==> config.mk <==
export PLATFORM = sky130hd
export DESIGN_NAME = completion_frontier_tracker
export DESIGN_NICKNAME = d
export VERILOG_FILES = /design/src/hdl/cft_pkg.sv /design/src/hdl/cft_cell.sv /design/src/hdl/cft_seq.sv /design/src/hdl/completion_frontier_tracker.sv
export SDC_FILE = /design/constraint.sdc
export NUM_CORES = 1
export LEC_CHECK = 0
export ABC_CLOCK_PERIOD_IN_PS = 9200
export BUFFER_PORTS_ARGS = -buffer_cell sky130_fd_sc_hd__buf_2
export CAP_MARGIN = 20
export CORE_AREA = 3 3 154 156
export CTS_CLUSTER_DIAMETER = 60
export DETAILED_ROUTE_END_ITERATION = 10
export DIE_AREA = 0 0 157 159
export GPL_ROUTABILITY_DRIVEN = 1
export PLACE_DENSITY = 0.62
export SLEW_MARGIN = 10
export SYNTH_ARGS = -nofsm -noshare
export SYNTH_HDL_FRONTEND = slang
export SYNTH_SLANG_ARGS = --single-unit
==> constraint.sdc <==
create_clock -name clock -period 9.2 [get_ports clock]
set_input_delay 0.92 -clock clock [delete_from_list [all_inputs] [get_ports clock]]
set_output_delay 0.92 -clock clock [all_outputs]
set_load 0.02 [all_outputs]
==> src/hdl/cft_pkg.sv <==
// Shared types for the completion frontier tracker.
// No dependencies; imported by the sequencer, the done cells and the top level.
package cft_pkg;

   // Control handed from the sequencer to every done cell
   typedef struct packed {
      logic clear;   // drop every done bit (total_units written)
      logic shift;   // frontier advances: take the upper neighbor's bit
      logic mark;    // set the bit of the cell whose offset matches
   } cft_ctl_type;

endpackage

==> src/hdl/cft_cell.sv <==
// One done cell of the window: holds the done bit for one offset above the frontier.
// Depends on cft_pkg for the control struct.
module cft_cell
   import cft_pkg::*;
#(
   parameter int IDX_W   = 6,
   parameter int CELL_ID = 0
) (
   input  logic             clock,
   input  logic             reset,
   input  cft_ctl_type      ctl,
   input  logic [IDX_W-1:0] offset,
   input  logic             upper_done,
   output logic             done
);

   logic done_ff;
   logic done_in;

   // Clear wins; shift pulls from the upper neighbor; mark sets on offset match; else hold
   always_comb begin
      done_in = done_ff;
      priority if (ctl.clear) begin
         done_in = 1'b0;
      end else if (ctl.shift) begin
         done_in = upper_done;
      end else if (ctl.mark && (offset == IDX_W'(CELL_ID))) begin
         done_in = 1'b1;
      end else begin
         done_in = done_ff;
      end
   end

   always_ff @(posedge clock) begin
      if (reset) begin
         done_ff <= 1'b0;
      end else begin
         done_ff <= done_in;
      end
   end

   assign done = done_ff;

endmodule

==> src/hdl/cft_seq.sv <==
// Sequencer of the completion frontier tracker: range checks, frontier, total,
// advance walk and the result register. Depends on cft_pkg.
module cft_seq
   import cft_pkg::*;
#(
   parameter int WINDOW_SIZE = 64,
   parameter int IDX_W       = 6
) (
   input  logic             clock,
   input  logic             reset,
   input  logic             start,
   output logic             busy,
   input  logic [31:0]      req_unit_index,
   input  logic             csr_we,
   input  logic [31:0]      csr_wdata,
   input  logic             next_done,
   output cft_ctl_type      ctl,
   output logic [IDX_W-1:0] offset,
   output logic             rsp_valid,
   output logic             rsp_advanced,
   output logic [31:0]      rsp_frontier,
   output logic             rsp_ignored,
   output logic             rsp_overflow
);

   localparam int STEP_W = $clog2(WINDOW_SIZE + 1);

   localparam logic [1:0] ST_IDLE = 2'd0;
   localparam logic [1:0] ST_EVAL = 2'd1;
   localparam logic [1:0] ST_ADV  = 2'd2;

   logic [1:0]        state_ff, state_in;
   logic [31:0]       index_ff, index_in;
   logic [31:0]       frontier_ff, frontier_in;
   logic [31:0]       total_ff, total_in;
   logic [STEP_W-1:0] steps_ff, steps_in;
   logic              rsp_valid_ff, rsp_valid_in;
   logic              rsp_advanced_ff, rsp_advanced_in;
   logic              rsp_ignored_ff, rsp_ignored_in;
   logic              rsp_overflow_ff, rsp_overflow_in;

   logic [31:0]       offset_full;
   logic              is_ignored;
   logic              is_far;
   logic              is_head;
   logic [STEP_W-1:0] steps_inc;

   // Classify the pending index against the frontier and the job size
   assign offset_full = index_ff - frontier_ff;
   assign is_ignored  = (index_ff < frontier_ff) || (index_ff >= total_ff);
   assign is_far      = offset_full >= 32'(WINDOW_SIZE);
   assign is_head     = offset_full == 32'd0;
   assign steps_inc   = steps_ff + STEP_W'(1);

   always_comb begin
      state_in        = state_ff;
      index_in        = index_ff;
      frontier_in     = frontier_ff;
      total_in        = total_ff;
      steps_in        = steps_ff;
      rsp_valid_in    = 1'b0;
      rsp_advanced_in = rsp_advanced_ff;
      rsp_ignored_in  = rsp_ignored_ff;
      rsp_overflow_in = rsp_overflow_ff;
      ctl.clear       = csr_we;
      ctl.shift       = 1'b0;
      ctl.mark        = 1'b0;

      unique case (state_ff)
         ST_IDLE: begin
            // Take a new transfer
            if (start) begin
               index_in = req_unit_index;
               state_in = ST_EVAL;
            end
         end
         ST_EVAL: begin
            rsp_advanced_in = 1'b0;
            rsp_ignored_in  = 1'b0;
            rsp_overflow_in = 1'b0;
            priority if (is_ignored) begin
               rsp_ignored_in = 1'b1;
               rsp_valid_in   = 1'b1;
               state_in       = ST_IDLE;
            end else if (is_far) begin
               rsp_overflow_in = 1'b1;
               rsp_valid_in    = 1'b1;
               state_in        = ST_IDLE;
            end else if (is_head) begin
               // Retire the frontier slot; keep walking while the next is done
               ctl.shift       = 1'b1;
               frontier_in     = frontier_ff + 32'd1;
               steps_in        = STEP_W'(1);
               rsp_advanced_in = 1'b1;
               if (next_done) begin
                  state_in = ST_ADV;
               end else begin
                  rsp_valid_in = 1'b1;
                  state_in     = ST_IDLE;
               end
            end else begin
               ctl.mark     = 1'b1;
               rsp_valid_in = 1'b1;
               state_in     = ST_IDLE;
            end
         end
         ST_ADV: begin
            // Advance one slot per cycle until a gap or a full window
            ctl.shift   = 1'b1;
            frontier_in = frontier_ff + 32'd1;
            steps_in    = steps_inc;
            if (!(next_done && (steps_inc < STEP_W'(WINDOW_SIZE)))) begin
               rsp_valid_in = 1'b1;
               state_in     = ST_IDLE;
            end
         end
         default: begin
            state_in = ST_IDLE;
         end
      endcase

      // A total write restarts the job
      if (csr_we) begin
         total_in    = csr_wdata;
         frontier_in = 32'd0;
      end
   end

   always_ff @(posedge clock) begin
      if (reset) begin
         state_ff     <= ST_IDLE;
         frontier_ff  <= 32'd0;
         total_ff     <= 32'd0;
         steps_ff     <= '0;
         rsp_valid_ff <= 1'b0;
      end else begin
         state_ff     <= state_in;
         frontier_ff  <= frontier_in;
         total_ff     <= total_in;
         steps_ff     <= steps_in;
         rsp_valid_ff <= rsp_valid_in;
      end
   end

   // Payload registers
   always_ff @(posedge clock) begin
      index_ff        <= index_in;
      rsp_advanced_ff <= rsp_advanced_in;
      rsp_ignored_ff  <= rsp_ignored_in;
      rsp_overflow_ff <= rsp_overflow_in;
   end

   assign busy         = state_ff != ST_IDLE;
   assign offset       = offset_full[IDX_W-1:0];
   assign rsp_valid    = rsp_valid_ff;
   assign rsp_advanced = rsp_advanced_ff;
   assign rsp_frontier = frontier_ff;
   assign rsp_ignored  = rsp_ignored_ff;
   assign rsp_overflow = rsp_overflow_ff;

`ifndef SYNTHESIS
   a_one_flag: assert property (@(posedge clock) disable iff (reset)
      rsp_valid_ff |-> $onehot0({rsp_advanced_ff, rsp_ignored_ff, rsp_overflow_ff}))
      else $error("more than one result flag set");

   a_frontier_bound: assert property (@(posedge clock) disable iff (reset)
      frontier_ff <= total_ff)
      else $error("frontier passed total_units");

   a_shift_xor_mark: assert property (@(posedge clock) disable iff (reset)
      !(ctl.shift && ctl.mark))
      else $error("shift and mark in the same cycle");

   a_walk_bound: assert property (@(posedge clock) disable iff (reset)
      (state_ff == ST_ADV) |-> (steps_ff < STEP_W'(WINDOW_SIZE)))
      else $error("advance walk exceeded the window");

   a_adv_moves: assert property (@(posedge clock) disable iff (reset)
      (state_ff == ST_ADV) |=> (frontier_ff == $past(frontier_ff) + 32'd1))
      else $error("frontier did not move during advance");
`endif

endmodule

==> src/hdl/completion_frontier_tracker.sv <==
// Top level of the completion frontier tracker: sequencer plus a chain of done cells.
// Depends on cft_pkg, cft_seq and cft_cell.
//
// Reports finished work-unit indices in any order and tracks the in-order frontier,
// the lowest index not yet finished. An item is taken when start is high and busy is
// low; exactly one result follows, shown for one cycle with rsp_valid, and it cannot
// be held off. No new item is taken before the result of the last one is shown. An
// item equal to the frontier also walks the frontier past the already finished units
// directly above it (at most WINDOW_SIZE - 1): the done bits sit in a chain of
// WINDOW_SIZE cells that shifts by one slot per cycle as the frontier advances.
// Indices below total_units but at or beyond frontier + WINDOW_SIZE are flagged with
// overflow and dropped. Writing csr_wdata with csr_we sets total_units, clears all
// done bits and returns the frontier to zero; write it only while the block is idle.
module completion_frontier_tracker
   import cft_pkg::*;
#(
   parameter int WINDOW_SIZE = 64
) (
   input  logic        clock,
   input  logic        reset,
   input  logic        start,
   output logic        busy,
   input  logic [31:0] req_unit_index,
   input  logic        csr_we,
   input  logic [31:0] csr_wdata,
   output logic        rsp_valid,
   output logic        rsp_advanced,
   output logic [31:0] rsp_frontier,
   output logic        rsp_ignored,
   output logic        rsp_overflow
);

   localparam int IDX_W = $clog2(WINDOW_SIZE);

   cft_ctl_type      ctl;
   logic [IDX_W-1:0] offset;
   logic             done_vec [WINDOW_SIZE];

   // Sequencer: checks, frontier and result
   cft_seq #(
      .WINDOW_SIZE (WINDOW_SIZE),
      .IDX_W       (IDX_W)
   ) u_seq (
      .clock          (clock),
      .reset          (reset),
      .start          (start),
      .busy           (busy),
      .req_unit_index (req_unit_index),
      .csr_we         (csr_we),
      .csr_wdata      (csr_wdata),
      .next_done      (done_vec[1]),
      .ctl            (ctl),
      .offset         (offset),
      .rsp_valid      (rsp_valid),
      .rsp_advanced   (rsp_advanced),
      .rsp_frontier   (rsp_frontier),
      .rsp_ignored    (rsp_ignored),
      .rsp_overflow   (rsp_overflow)
   );

   // Chain of done cells; cell k holds offset k above the frontier
   for (genvar k = 0; k < WINDOW_SIZE; k++) begin : g_cell
      logic upper;
      if (k == WINDOW_SIZE - 1) begin : g_top
         assign upper = 1'b0;
      end else begin : g_mid
         assign upper = done_vec[k+1];
      end

      cft_cell #(
         .IDX_W   (IDX_W),
         .CELL_ID (k)
      ) u_cell (
         .clock      (clock),
         .reset      (reset),
         .ctl        (ctl),
         .offset     (offset),
         .upper_done (upper),
         .done       (done_vec[k])
      );
   end

endmodule

==> flow_summary_export.csv <==
group,metric,value,unit
run_status,status,"complete, no violations",
setup_path,cp_slowest_stage_delay,0.65,ns
synthesis,synth_area,10000,sq um
flow_run,drv_cap,0,
setup_path,critPathBufInv,2,
cts,cts.clk_slew.worst_paths,0.07,ns
setup_path,path_class,"reg2reg",
finish,syn_to_final_growth,13.3,%
setup_path,rr_worst_depth,15,
synthesis,yosys.cell_types.count,73,
setup_path,worst_path_dominant_cell_family,"compound AO/OA/AOI/OAI gates",
cts,cts-root-buf,"clkbuf_16",
synthesis,syn_inst,1199,
setup_path,cp-start-kind,"flip-flop",
timing,setup_viol_count_final,0,
floorplan,die_h,159,um
worst_hold_path,hold_end,"g_cell[63].u_cell.done",
cts,cts_hold_buf,0,
routing,dr.first_iter.drc_count,652,
routing,wl_per_cell,17.7,um
routing,vias,8895,
synthesis,avgSynthCellArea,8.37,sq um
floorplan,die_w,157,um
timing,fin_ws,4.28,ns
floorplan,rows,55,
timing,whs,0.487,ns
cts,cts_resized,0,
place,place_hpwl,20.4,mm
cts,cts_made_buffers,17,
global_route,grt_first_pass_wirelength,44.4,mm
timing,fin_crit,4.92,ns
pwr,finalPower,1.79,mW
routing,first_pass_iters,5,
timing,rsz0062_at_grt,"false",
timing,fin_tns_setup,0,ns
cts,clk_latency,0.45,ns
global_route,grt_pass1_vias,8418,
synthesis,synthArstFlopShare,0,%
global_route,antenna_found_initial,0,
global_route,overflow,0,
finish,fin_nets,1409,
setup_path,endpoint_kind,"flip-flop",
synthesis,ys_ff_latch,172,
synthesis,synth_commonest_cells,"194 x a21oi_1, 137 x dfxtp_1, 103 x nor2_1, 96 x o21ai_0, 85 x nand2_1",
synthesis,post-synth-top-area-cell,"dfxtp_1",
finish,antennaDiodeCount,0,
floorplan,boundaryPins,105,
place,portBuffers,104,
place,gp_congestion,0.936,
setup_path,crit_chain,"ha_1, inv_1, fa_1, a211oi_1, o21ai_1, a21oi_2, a2111o_1, a31o_2, xnor2_1, nor3_1, nand4_4, a21oi_2, buf_6, a211oi_1, a31o_2",
setup_path,cp.required,9.54,ns
timing,clock_skew,0.0129,ns
synthesis,ys_seq_area_share,37.8,%
worst_hold_path,hold_depth,2,
timing,finalHoldViolCount,0,
floorplan,initial_core_util,44.6,%
synthesis,synth_top_area_share,27.3,%
routing,drc,0,
cts,htreeDepth,4,
timing,worst_slew_pin_slew,1.03,ns
timing,fin_crit_sh,53.5,%
global_route,track_usage,22.0,%
synthesis,yosys-top-cells-area,"dfxtp_1 27%, edfxtp_1 10%, a21oi_1 9.7%",
place,post-place-ws,4.12,ns
routing,vias_per_cell,5.67,
synthesis,synth_edf_count,35,
floorplan,die_area,25000,sq um
worst_hold_path,hp-class,"reg2reg",
floorplan,core,22500,sq um
setup_path,crit_arrival,5.26,ns
finish,drive_gt1_share,13.5,%
cts,cts_buffer_depth,2,
worst_hold_path,min-delay-start,"g_cell[63].u_cell.done",
setup_path,r2r_end,"u_seq.rsp_frontier[2]",
synthesis,synth_ff_type,"dfxtp_1",
setup_path,worstReg2RegStart,"u_seq.rsp_frontier[0]",
setup_path,critPathSlowestCell,"a21oi_2",
synthesis,yosysMostFrequentCell,"a21oi_1",
cts,clock_sinks,172,
pwr,power_density,158,nW/um^2
global_route,grt_max_degree,126,
pwr,p_leak,4.36,nW
cts,cts_tree,"built",
synthesis,synth_nets,1337,
synthesis,yosysWarnings,0,
routing,antenna_left,0,
routing,finalWirelength,27.7,mm
setup_path,rrSetupSlack,4.28,ns
pwr,vdd_ir_drop_max,0.104,mV
timing,slew_headroom,31.6,%
setup_path,critPathMaxFanout,18,
cts,cts_setup_buffers,0,
timing,maxSlewViolCount,0,
timing,max_freq,203,MHz
-- placed cells by master, fill, tap and decap left out, types with 6 or more instances in the layout --
| master | instances |
|---|---|
| a2111oi_0 | 6 |
| a211oi_1 | 16 |
| a21o_1 | 24 |
| a21oi_1 | 193 |
| a31oi_1 | 9 |
| and2_1 | 7 |
| and3_1 | 9 |
| buf_2 | 104 |
| buf_4 | 8 |
| clkbuf_16 | 17 |
| dfxtp_1 | 137 |
| edfxtp_1 | 35 |
| ha_1 | 69 |
| inv_1 | 81 |
| inv_6 | 6 |
| mux2i_1 | 44 |
| nand2_1 | 85 |
| nand2b_1 | 14 |
| nand3_1 | 28 |
| nand4_1 | 25 |
| nor2_1 | 102 |
| nor3_1 | 20 |
| o211ai_1 | 7 |
| o21a_1 | 13 |
| o21ai_0 | 96 |
| xnor2_1 | 19 |
| xor2_1 | 7 |
-- tightest hold or removal path, stage by stage, from the launching register on --
cell	delay (ns)
dfxtp_1	0.32
a21oi_1	0.04
nor2_1	0.09
-- sequential cells by signal, indices dropped and copies added, names as in the netlist --
signal and count:
u_seq.total_ff 32, u_seq.index_ff 32, u_seq.rsp_ignored 1, u_seq.steps_ff 7
u_seq.rsp_advanced 1, u_seq.rsp_frontier 32, u_seq.rsp_valid 1, u_seq.state_ff 2
g_cell.u_cell.done 63, u_seq.rsp_overflow 1
-- worst max path at each step --
stage / startpoint / end / slack, ns / depth (start not counted)
CTS: u_seq.rsp_frontier[0] / u_seq.rsp_frontier[18] / 4.07 / 14
global route: u_seq.rsp_frontier[0] / g_cell[15].u_cell.done / 3.91 / 14
floorplan: u_seq.rsp_frontier[4] / u_seq.rsp_frontier[5] / 5.14 / 14
global placement: u_seq.rsp_frontier[4] / u_seq.rsp_frontier[18] / 4.22 / 13
finish: u_seq.rsp_frontier[0] / u_seq.rsp_frontier[2] / 4.28 / 15
detailed placement: u_seq.rsp_frontier[0] / u_seq.rsp_frontier[18] / 4.12 / 14
-- logic make-up after synthesis --
logic type	Yosys count	share of synthesized area [%]
compound gates	412	24.5
xor+xnor	26	2.27
fa+ha+maj	70	8.80
buf+inv	141	5.41
flops	172	37.8
mux	46	4.61
simple gates	332	16.6
-- power breakdown --
| group | switching [mW] | total, mW | internal, mW |
|---|---|---|---|
| clock network | 0.358 | 0.748 | 0.390 |
| registers | 0.0124 | 0.803 | 0.790 |
| logic | 0.151 | 0.243 | 0.0919 |
-- layout make-up --
class | count | area, sq um
Fill cell | 2182 | 11100
Multi-Input combinational cell | 886 | 5730
Sequential cell | 172 | 3790
Timing Repair Buffer | 113 | 592
Clock buffer | 17 | 425
Tap cell | 285 | 357
Inverter | 81 | 304
Clock inverter | 15 | 174
-- metal layers --
layer | vias up | wire [um] | track usage [%]
met5 | - | 0 | 0
met1 | 4125 | 13700 | 31.9
met2 | 246 | 12200 | 33.8
met4 | 0 | 409 | 5.17
met3 | 27 | 1420 | 4.35
li1 | 4497 | - | -
-- stage by stage --
| stage | utilization (%) | std cells | cell area, sq um |
|---|---|---|---|
| CTS | 50.5 | 1568 | 11400 |
| global placement | 47.8 | 1536 | 10800 |
| floorplan | - | 1199 | 10000 |
| global route | 50.5 | 1569 | 11400 |
| detailed placement | 47.8 | 1536 | 10800 |
| finish | 50.5 | 1569 | 11400 |
(Power assumes the default switching activity.)
